`src/design/egrd_pkg.sv`:
```
// egrd_pkg: shared types and constants for the Elias gamma run-length bit decoder.
// No dependencies; every design file refers to it by scoped names.
package egrd_pkg;

  // Longest zero prefix that still starts a valid codeword
  localparam logic [2:0] MAX_PREFIX = 3'd7;

  // Command queue between parser and bit packer
  localparam int CMDQ_DEPTH = 2;
  localparam int CMDQ_PTR_W = $clog2(CMDQ_DEPTH);
  localparam int CMDQ_CNT_W = $clog2(CMDQ_DEPTH + 1);

  typedef struct packed {
    logic code_bit;
    logic end_of_code;
  } code_word_t;

  typedef struct packed {
    logic [7:0] out_byte;
    logic [3:0] valid_bits;
    logic       prefix_error;
    logic       last_of_run;
  } dec_word_t;

  typedef enum logic [1:0] {
    CMD_NONE,
    CMD_RUN,
    CMD_ERR
  } cmd_kind_t;

  typedef struct packed {
    cmd_kind_t  kind;
    logic [7:0] len;
    logic       eoc;
  } cmd_t;

  typedef enum logic [1:0] {
    BK_IDLE,
    BK_ERR,
    BK_RUN,
    BK_FLUSH
  } back_state_t;

endpackage

```
`src/design/egrd_front.sv`:
```
// egrd_front: codeword parser. Takes code bits, emits run / error / end commands.
// Depends on egrd_pkg.
module egrd_front (
  input  logic                clk,
  input  logic                rst,
  input  logic                code_valid,
  output logic                code_stall,
  input  egrd_pkg::code_word_t code_word,
  input  logic                q_full,
  output logic                push,
  output egrd_pkg::cmd_t      push_cmd
);

  logic       reading_value, reading_value_next;
  logic [2:0] zero_count, zero_count_next;
  logic [2:0] bits_left, bits_left_next;
  logic [7:0] run_value, run_value_next;
  logic       take;
  logic [7:0] rv_shift;
  logic [2:0] bl_dec;

  // Stall whenever the queue has no room; a bit may need a slot
  assign code_stall = q_full;
  assign take       = code_valid && !q_full;

  assign rv_shift = {run_value[6:0], code_word.code_bit};
  assign bl_dec   = (bits_left != 3'd0) ? bits_left - 3'd1 : 3'd0;

  always_comb begin
    reading_value_next = reading_value;
    zero_count_next    = zero_count;
    bits_left_next     = bits_left;
    run_value_next     = run_value;
    push_cmd.kind      = egrd_pkg::CMD_NONE;
    push_cmd.len       = 8'd0;
    push_cmd.eoc       = code_word.end_of_code;

    if (!reading_value) begin
      if (!code_word.code_bit) begin
        if (zero_count >= egrd_pkg::MAX_PREFIX) begin
          push_cmd.kind   = egrd_pkg::CMD_ERR;
          zero_count_next = 3'd0;
        end else begin
          zero_count_next = zero_count + 3'd1;
        end
      end else if (zero_count == 3'd0) begin
        push_cmd.kind = egrd_pkg::CMD_RUN;
        push_cmd.len  = 8'd1;
      end else begin
        reading_value_next = 1'b1;
        run_value_next     = 8'd1;
        bits_left_next     = zero_count;
      end
    end else begin
      run_value_next = rv_shift;
      bits_left_next = bl_dec;
      if (bl_dec == 3'd0) begin
        push_cmd.kind      = egrd_pkg::CMD_RUN;
        push_cmd.len       = rv_shift;
        reading_value_next = 1'b0;
        zero_count_next    = 3'd0;
        run_value_next     = 8'd0;
      end
    end

    // end of code drops any half-parsed codeword
    if (code_word.end_of_code) begin
      reading_value_next = 1'b0;
      zero_count_next    = 3'd0;
      bits_left_next     = 3'd0;
      run_value_next     = 8'd0;
    end
  end

  assign push = take && ((push_cmd.kind != egrd_pkg::CMD_NONE) || code_word.end_of_code);

  always_ff @(posedge clk) begin
    if (rst) begin
      reading_value <= 1'b0;
      zero_count    <= 3'd0;
      bits_left     <= 3'd0;
      run_value     <= 8'd0;
    end else if (take) begin
      reading_value <= reading_value_next;
      zero_count    <= zero_count_next;
      bits_left     <= bits_left_next;
      run_value     <= run_value_next;
    end
  end

endmodule

```
`src/design/egrd_cmd_fifo.sv`:
```
// egrd_cmd_fifo: small command queue between parser and packer.
// Depends on egrd_pkg.
module egrd_cmd_fifo (
  input  logic           clk,
  input  logic           rst,
  input  logic           push,
  input  egrd_pkg::cmd_t push_cmd,
  input  logic           pop,
  output egrd_pkg::cmd_t head,
  output logic           full,
  output logic           empty
);

  egrd_pkg::cmd_t                  mem [egrd_pkg::CMDQ_DEPTH];
  logic [egrd_pkg::CMDQ_PTR_W-1:0] wr_ptr;
  logic [egrd_pkg::CMDQ_PTR_W-1:0] rd_ptr;
  logic [egrd_pkg::CMDQ_CNT_W-1:0] count;

  assign full  = (count == egrd_pkg::CMDQ_CNT_W'(egrd_pkg::CMDQ_DEPTH));
  assign empty = (count == '0);
  assign head  = mem[rd_ptr];

  always_ff @(posedge clk) begin
    if (push) begin
      mem[wr_ptr] <= push_cmd;
    end
  end

  always_ff @(posedge clk) begin
    if (rst) begin
      wr_ptr <= '0;
      rd_ptr <= '0;
      count  <= '0;
    end else begin
      if (push) begin
        wr_ptr <= (wr_ptr == egrd_pkg::CMDQ_PTR_W'(egrd_pkg::CMDQ_DEPTH - 1)) ?
                  '0 : wr_ptr + egrd_pkg::CMDQ_PTR_W'(1);
      end
      if (pop) begin
        rd_ptr <= (rd_ptr == egrd_pkg::CMDQ_PTR_W'(egrd_pkg::CMDQ_DEPTH - 1)) ?
                  '0 : rd_ptr + egrd_pkg::CMDQ_PTR_W'(1);
      end
      case ({push, pop})
        2'b10:   count <= count + egrd_pkg::CMDQ_CNT_W'(1);
        2'b01:   count <= count - egrd_pkg::CMDQ_CNT_W'(1);
        default: count <= count;
      endcase
    end
  end

  a_no_overflow: assert property (@(posedge clk) disable iff (rst) push |-> !full)
    else $error("cmd queue push while full");
  a_no_underflow: assert property (@(posedge clk) disable iff (rst) pop |-> !empty)
    else $error("cmd queue pop while empty");

endmodule

```
`src/design/egrd_back.sv`:
```
// egrd_back: bit packer. Expands run commands into bytes, flushes, holds output register.
// Depends on egrd_pkg.
module egrd_back (
  input  logic                clk,
  input  logic                rst,
  input  logic                q_empty,
  input  egrd_pkg::cmd_t      head,
  output logic                pop,
  input  logic                cfg_valid,
  output logic                cfg_ready,
  input  logic                cfg_data,
  output logic                dec_valid,
  input  logic                dec_stall,
  output egrd_pkg::dec_word_t dec_word
);

  egrd_pkg::back_state_t state, state_next;
  logic [7:0] rem, rem_next;
  logic       eoc, eoc_next;
  logic       run_bit, run_bit_next;
  logic       start_bit;
  logic [7:0] acc, acc_next;
  logic [2:0] fill, fill_next;

  logic                out_free;
  logic                emit;
  egrd_pkg::dec_word_t emit_word;

  logic [3:0] room;
  logic [3:0] k;
  logic [3:0] fill_sum;
  logic [7:0] acc_step;
  logic [7:0] rem_left;

  assign out_free  = !dec_valid || !dec_stall;
  assign cfg_ready = (state == egrd_pkg::BK_IDLE) && q_empty;

  // bits that fit in the current byte this cycle
  assign room     = 4'd8 - {1'b0, fill};
  assign k        = (rem < {4'd0, room}) ? rem[3:0] : room;
  assign fill_sum = {1'b0, fill} + k;
  assign acc_step = (acc << k) | (run_bit ? ~(8'hFF << k) : 8'h00);
  assign rem_left = rem - {4'd0, k};

  always_ff @(posedge clk) begin
    if (rst) begin
      state <= egrd_pkg::BK_IDLE;
    end else begin
      state <= state_next;
    end
  end

  always_comb begin
    state_next   = state;
    rem_next     = rem;
    eoc_next     = eoc;
    run_bit_next = run_bit;
    acc_next     = acc;
    fill_next    = fill;
    pop          = 1'b0;
    emit         = 1'b0;
    emit_word    = '0;

    case (state)
      egrd_pkg::BK_IDLE: begin
        if (!q_empty) begin
          pop      = 1'b1;
          rem_next = head.len;
          eoc_next = head.eoc;
          case (head.kind)
            egrd_pkg::CMD_ERR: state_next = egrd_pkg::BK_ERR;
            egrd_pkg::CMD_RUN: state_next = egrd_pkg::BK_RUN;
            default:           state_next = egrd_pkg::BK_FLUSH;
          endcase
        end
      end

      egrd_pkg::BK_ERR: begin
        if (out_free) begin
          emit                   = 1'b1;
          emit_word.prefix_error = 1'b1;
          emit_word.last_of_run  = !(eoc && (fill != 3'd0));
          state_next = eoc ? egrd_pkg::BK_FLUSH : egrd_pkg::BK_IDLE;
        end
      end

      egrd_pkg::BK_RUN: begin
        if (out_free) begin
          rem_next = rem_left;
          if (fill_sum == 4'd8) begin
            emit                  = 1'b1;
            emit_word.out_byte    = acc_step;
            emit_word.valid_bits  = 4'd8;
            // last only if no further full byte and no flush follows
            emit_word.last_of_run = (rem_left < 8'd8) && !(eoc && (rem_left != 8'd0));
            acc_next  = 8'd0;
            fill_next = 3'd0;
          end else begin
            acc_next  = acc_step;
            fill_next = fill_sum[2:0];
          end
          if (rem_left == 8'd0) begin
            run_bit_next = !run_bit;
            state_next   = eoc ? egrd_pkg::BK_FLUSH : egrd_pkg::BK_IDLE;
          end
        end
      end

      egrd_pkg::BK_FLUSH: begin
        if (out_free) begin
          if (fill != 3'd0) begin
            emit                  = 1'b1;
            emit_word.out_byte    = acc;
            emit_word.valid_bits  = {1'b0, fill};
            emit_word.last_of_run = 1'b1;
          end
          acc_next     = 8'd0;
          fill_next    = 3'd0;
          run_bit_next = start_bit;
          state_next   = egrd_pkg::BK_IDLE;
        end
      end

      default: state_next = egrd_pkg::BK_IDLE;
    endcase

    // a start_bit write reloads the run bit at once
    if (cfg_valid && cfg_ready) begin
      run_bit_next = cfg_data;
    end
  end

  always_ff @(posedge clk) begin
    if (rst) begin
      rem       <= 8'd0;
      eoc       <= 1'b0;
      run_bit   <= 1'b0;
      start_bit <= 1'b0;
      acc       <= 8'd0;
      fill      <= 3'd0;
    end else begin
      rem     <= rem_next;
      eoc     <= eoc_next;
      run_bit <= run_bit_next;
      acc     <= acc_next;
      fill    <= fill_next;
      if (cfg_valid && cfg_ready) begin
        start_bit <= cfg_data;
      end
    end
  end

  // output register
  always_ff @(posedge clk) begin
    if (rst) begin
      dec_valid <= 1'b0;
    end else if (out_free) begin
      dec_valid <= emit;
    end
  end

  always_ff @(posedge clk) begin
    if (out_free && emit) begin
      dec_word <= emit_word;
    end
  end

  a_run_nonzero: assert property (@(posedge clk) disable iff (rst)
    (state == egrd_pkg::BK_RUN) |-> (rem != 8'd0))
    else $error("run state with nothing left to emit");
  a_flush_clears: assert property (@(posedge clk) disable iff (rst)
    (state == egrd_pkg::BK_FLUSH && out_free) |=> (fill == 3'd0 && state == egrd_pkg::BK_IDLE))
    else $error("flush did not clear the partial byte");
  a_err_empty: assert property (@(posedge clk) disable iff (rst)
    (dec_valid && dec_word.prefix_error) |-> (dec_word.valid_bits == 4'd0))
    else $error("error result carries data bits");

endmodule

```
`src/design/elias_gamma_rle_bit_decoder.sv`:
```
// elias_gamma_rle_bit_decoder: top level; parser, command queue and bit packer.
// Depends on egrd_pkg, egrd_front, egrd_cmd_fifo, egrd_back.
//
//  channel | handshake            | word
//  --------+----------------------+---------------------------------------------
//  code    | code_valid/code_stall| code_bit, end_of_code
//  dec     | dec_valid/dec_stall  | out_byte, valid_bits, prefix_error, last_of_run
//  cfg     | cfg_valid/cfg_ready  | start_bit
//
// Code bits are taken one per cycle while the 2-entry command queue has room.
// The packer pops a command in its idle state, then packs up to 8 bits into
// the current byte per step until the run is used up; an error word is
// emitted in the state after the pop, and end of code adds a flush state.
// Runs reach 255 bits; the queue lets the parser go on while the packer
// expands a run, and the packer loop sets the rate.
// Reset (rst, synchronous) clears the parser, queue, packer and start_bit.
// dec_stall only holds the output register and, through it, the packer;
// cfg_ready is high only while the packer is idle and the queue is empty.
module elias_gamma_rle_bit_decoder (
  input  logic                clk,
  input  logic                rst,
  input  logic                code_valid,
  output logic                code_stall,
  input  egrd_pkg::code_word_t code_word,
  output logic                dec_valid,
  input  logic                dec_stall,
  output egrd_pkg::dec_word_t dec_word,
  input  logic                cfg_valid,
  output logic                cfg_ready,
  input  logic                cfg_data
);

  logic           push;
  logic           pop;
  logic           q_full;
  logic           q_empty;
  egrd_pkg::cmd_t push_cmd;
  egrd_pkg::cmd_t head;

  // parser: classifies each code bit, queues a command per finished codeword
  egrd_front u_front (
    .clk        (clk),
    .rst        (rst),
    .code_valid (code_valid),
    .code_stall (code_stall),
    .code_word  (code_word),
    .q_full     (q_full),
    .push       (push),
    .push_cmd   (push_cmd)
  );

  // decouples the parser from long run expansions
  egrd_cmd_fifo u_cmdq (
    .clk      (clk),
    .rst      (rst),
    .push     (push),
    .push_cmd (push_cmd),
    .pop      (pop),
    .head     (head),
    .full     (q_full),
    .empty    (q_empty)
  );

  // packer: run bit, byte accumulator, output register, start_bit register
  egrd_back u_back (
    .clk       (clk),
    .rst       (rst),
    .q_empty   (q_empty),
    .head      (head),
    .pop       (pop),
    .cfg_valid (cfg_valid),
    .cfg_ready (cfg_ready),
    .cfg_data  (cfg_data),
    .dec_valid (dec_valid),
    .dec_stall (dec_stall),
    .dec_word  (dec_word)
  );

endmodule
```
`config.mk`:
```
export PLATFORM = sky130hd
export DESIGN_NAME = elias_gamma_rle_bit_decoder
export DESIGN_NICKNAME = d
export VERILOG_FILES = /design/src/design/egrd_pkg.sv /design/src/design/egrd_front.sv /design/src/design/egrd_cmd_fifo.sv /design/src/design/egrd_back.sv /design/src/design/elias_gamma_rle_bit_decoder.sv
export SDC_FILE = /design/constraint.sdc
export NUM_CORES = 1
export LEC_CHECK = 0
export BUFFER_PORTS_ARGS = -buffer_cell sky130_fd_sc_hd__buf_2
export CAP_MARGIN = 20
export CORE_AREA = 8 8 101 103
export DETAILED_ROUTE_END_ITERATION = 10
export DIE_AREA = 0 0 109 111
export GPL_TIMING_DRIVEN = 1
export PLACE_DENSITY_LB_ADDON = 0.1
export SLEW_MARGIN = 20
export SYNTH_ARGS = -nofsm -noshare
export SYNTH_HDL_FRONTEND = slang
export SYNTH_SLANG_ARGS = --single-unit
```
`constraint.sdc`:
```
create_clock -name clk -period 4.2 [get_ports clk]
set_input_delay 0 -clock clk [delete_from_list [all_inputs] [get_ports clk]]
set_output_delay 0 -clock clk [all_outputs]
set_load 0.05 [all_outputs]
```
==> run metrics <==
CTS Buffer Depth=2; vias=approximately 3800; Main synth FF type=dfxtp_1; CTS H-tree depth=3; diode count=0; number of synthesized flops with an enable pin=36; core outline area=between 8000 and 9000 µm²; CP endpoint kind=flip-flop; register bit count reported by yosys=80; crit share post-route=between 90% and 100%; drt first pass iters=4; post-synthesis cell count=approximately 490; first-pass GRT wire length=17100 µm; most common library cells after synthesis=nor2_1, dfxtp_1, nand2_1; Avg Cell Area, Syn=9.47 µm²; CP max FO=7; DPL Wire Length=approximately 7700 µm; CTS tree=done; RSZ-0062 raised after global routing=false; Die W=about 110 µm; Synth Cell Area=~4600 µm²; Tightest Pin Transition=842 ps; post-DR wirelength/cell=16.4 µm; Vias/cell=5.95; clock latency on the worst-skew pair=about 360 ps; fin nets=between 500 and 600; Syn-to-layout area delta=14.9%; met3 GRT Util=between 4 and 5%; Async S/R FF share, synth=0%; Crit Reg-Reg Startpoint=u_back.fill[0]$_SDFFE_PP0P_; Worst Clk Skew=13.7 ps; Max-Slew Margin vs Limit=a little over two fifths; met1 Usage GRT=21.5%; vias in the first global route=roughly 3500; post-synth top area share=between 20% and 30%; Worst Hold Class=input port to flip-flop; WP data arrival=approximately 4200 ps; initial cell density of the core=54.1%; WS Path Type=flip-flop to flip-flop; share of layout cells above drive strength 1=around a fifth; Post-Syn Nets=517; f_max=about 250 MHz; Max Cap Violations=0; crit path time final=3970 ps; Unique masters post-synth=69; Synthesis Warnings=0; Setup TNS=0 ps; clock sinks=80; grt total ovfl=0; Slew Viols, Final=0; total CTS buffers=9; initial antenna violation count=0; setup violators final=0; startpoint types=flip-flop; IO Port Bufs=24; floorplan row count=34; outcome=finished clean; Worst Hold Launch=code_word[1]; CTS root buf=clkbuf_8; Post-Route WL=10600 µm; GR Util met2=between 20% and 30%; CP required=between 4000 and 5000 ps; fillcell total=756; sequential fraction of the synthesis area=between 40% and 50%; ANT nets after route=0; io pins=25; Placer Congestion=approximately 0.9; initial detailed-routing violation count=roughly 260; final hold violation count=0; area leader, netlist=edfxtp_1; die area=12100 µm²; grt peak-use layer=met2; top cells by area, synth=edfxtp_1, dfxtp_1, ha_1; Clk pin slew, worst setup/hold paths=approximately 80 ps; worst setup path startpoint=u_back.fill[0]$_SDFFE_PP0P_; Die Height=roughly 110 µm; GR Util All Layers=about 18%; cell with the most instances after synthesis=nor2_1; largest net degree at the start of global routing=42; # DRC=0
==> what timing repair did <==
| action | in CTS | in global routing |
|---|---|---|
| hold buffers | 5 | 0 |
| endpoints found under the hold margin | 4 | 0 |
| setup buffers | 0 | 3 |
| setup endpoints to repair | 0 | 23 |
| gates resized for setup | 0 | 14 |
==> cells in the final DEF, fill, tap and decap left out, types with 10 or more instances in the layout <==
cell and count:
a21oi_1 32, a22oi_1 12, and2_1 10, and3_1 13
buf_2 24, buf_4 20, clkbuf_8 11, dfxtp_1 42
edfxtp_1 36, ha_1 17, inv_1 21, nand2_1 37
nand2b_1 10, nor2_1 55, nor3_1 11, o21ai_0 25
o31ai_1 10
==> final timing paths <==
kind	to	slack, ps	cells past startpoint
hold / removal	u_cmdq.mem[0][10]$_DFFE_PP_	20	2
hold reg to reg	u_back.acc[7]$_SDFFE_PP0P_	500	2
setup / recovery	u_back.state[1]$_SDFFE_PP0P_	230	17
setup reg to reg	u_back.state[1]$_SDFFE_PP0P_	230	17
==> layout make-up <==
class / count / area (µm²) / share of cell area, %
repair buffers: 49 / 320 / 6.02
well taps: 108 / 135 / 2.54
clock inverters: 3 / 21.3 / 0.400
multi-input cells: 368 / 2610 / 49.0
clock buffers: 13 / 180 / 3.39
flip-flops and latches: 80 / 1970 / 37.0
inverters: 24 / 92.6 / 1.74
==> through the flow <==
step                      util, %  worst slack [ps]  instance area [µm²]  cells  hold WS, ps
final                        62.2               227                 5320    645         20.7
after global routing         62.2              3.73                 5320    645         26.3
after detailed placement     58.0              45.4                 4960    620          283
after floorplan                 -              3.29                 4650    489         98.9
after global placement       58.0               110                 4960    620          267
after CTS                    61.0              16.3                 5210    641         11.9
==> flip-flops by register name, summed over array words and instances (netlist names), 2 cells and up, named ones only <==
signal	count
u_back.acc	8
u_back.dec_word	14
u_back.fill	3
u_back.rem	8
u_back.state	2
u_cmdq.count	2
u_cmdq.mem	22
u_front.bits_left	3
u_front.run_value	7
u_front.zero_count	3
==> metal layers <==
layer,up-vias,wire (µm)
met5,-,0
met4,0,212
met3,18,563
met2,89,5230
met1,1831,4580
li1,1900,-
==> critical path, cell delays in order (launching register included) <==
cell and delay, ps:
dfxtp_4 380, nor3_2 270, inv_1 100, ha_1 300
buf_4 170, o2111a_1 170, nor3_2 220, a21oi_4 50
inv_2 70, ha_1 180, inv_1 90, o2111a_1 300
or3_4 400, a311oi_4 370, o21ai_1 180, nor4b_4 300
o21ai_0 130, nor3b_2 160
==> cells by family (layout without fill, tap and decap cells) <==
family          count (synthesis)  in the layout  share of synthesized area (%)
compound gates                141            142                           21.4
xor+xnor                       11             11                           2.08
fa+ha+maj                      20             20                           5.57
buf+inv                        42             89                           3.51
flops                          80             80                           42.4
mux                            18             18                           5.32
simple gates                  177            177                           19.8
Power is not shown: default switching activity piles up to over one toggle a cycle in this logic, so the estimate is an artifact.
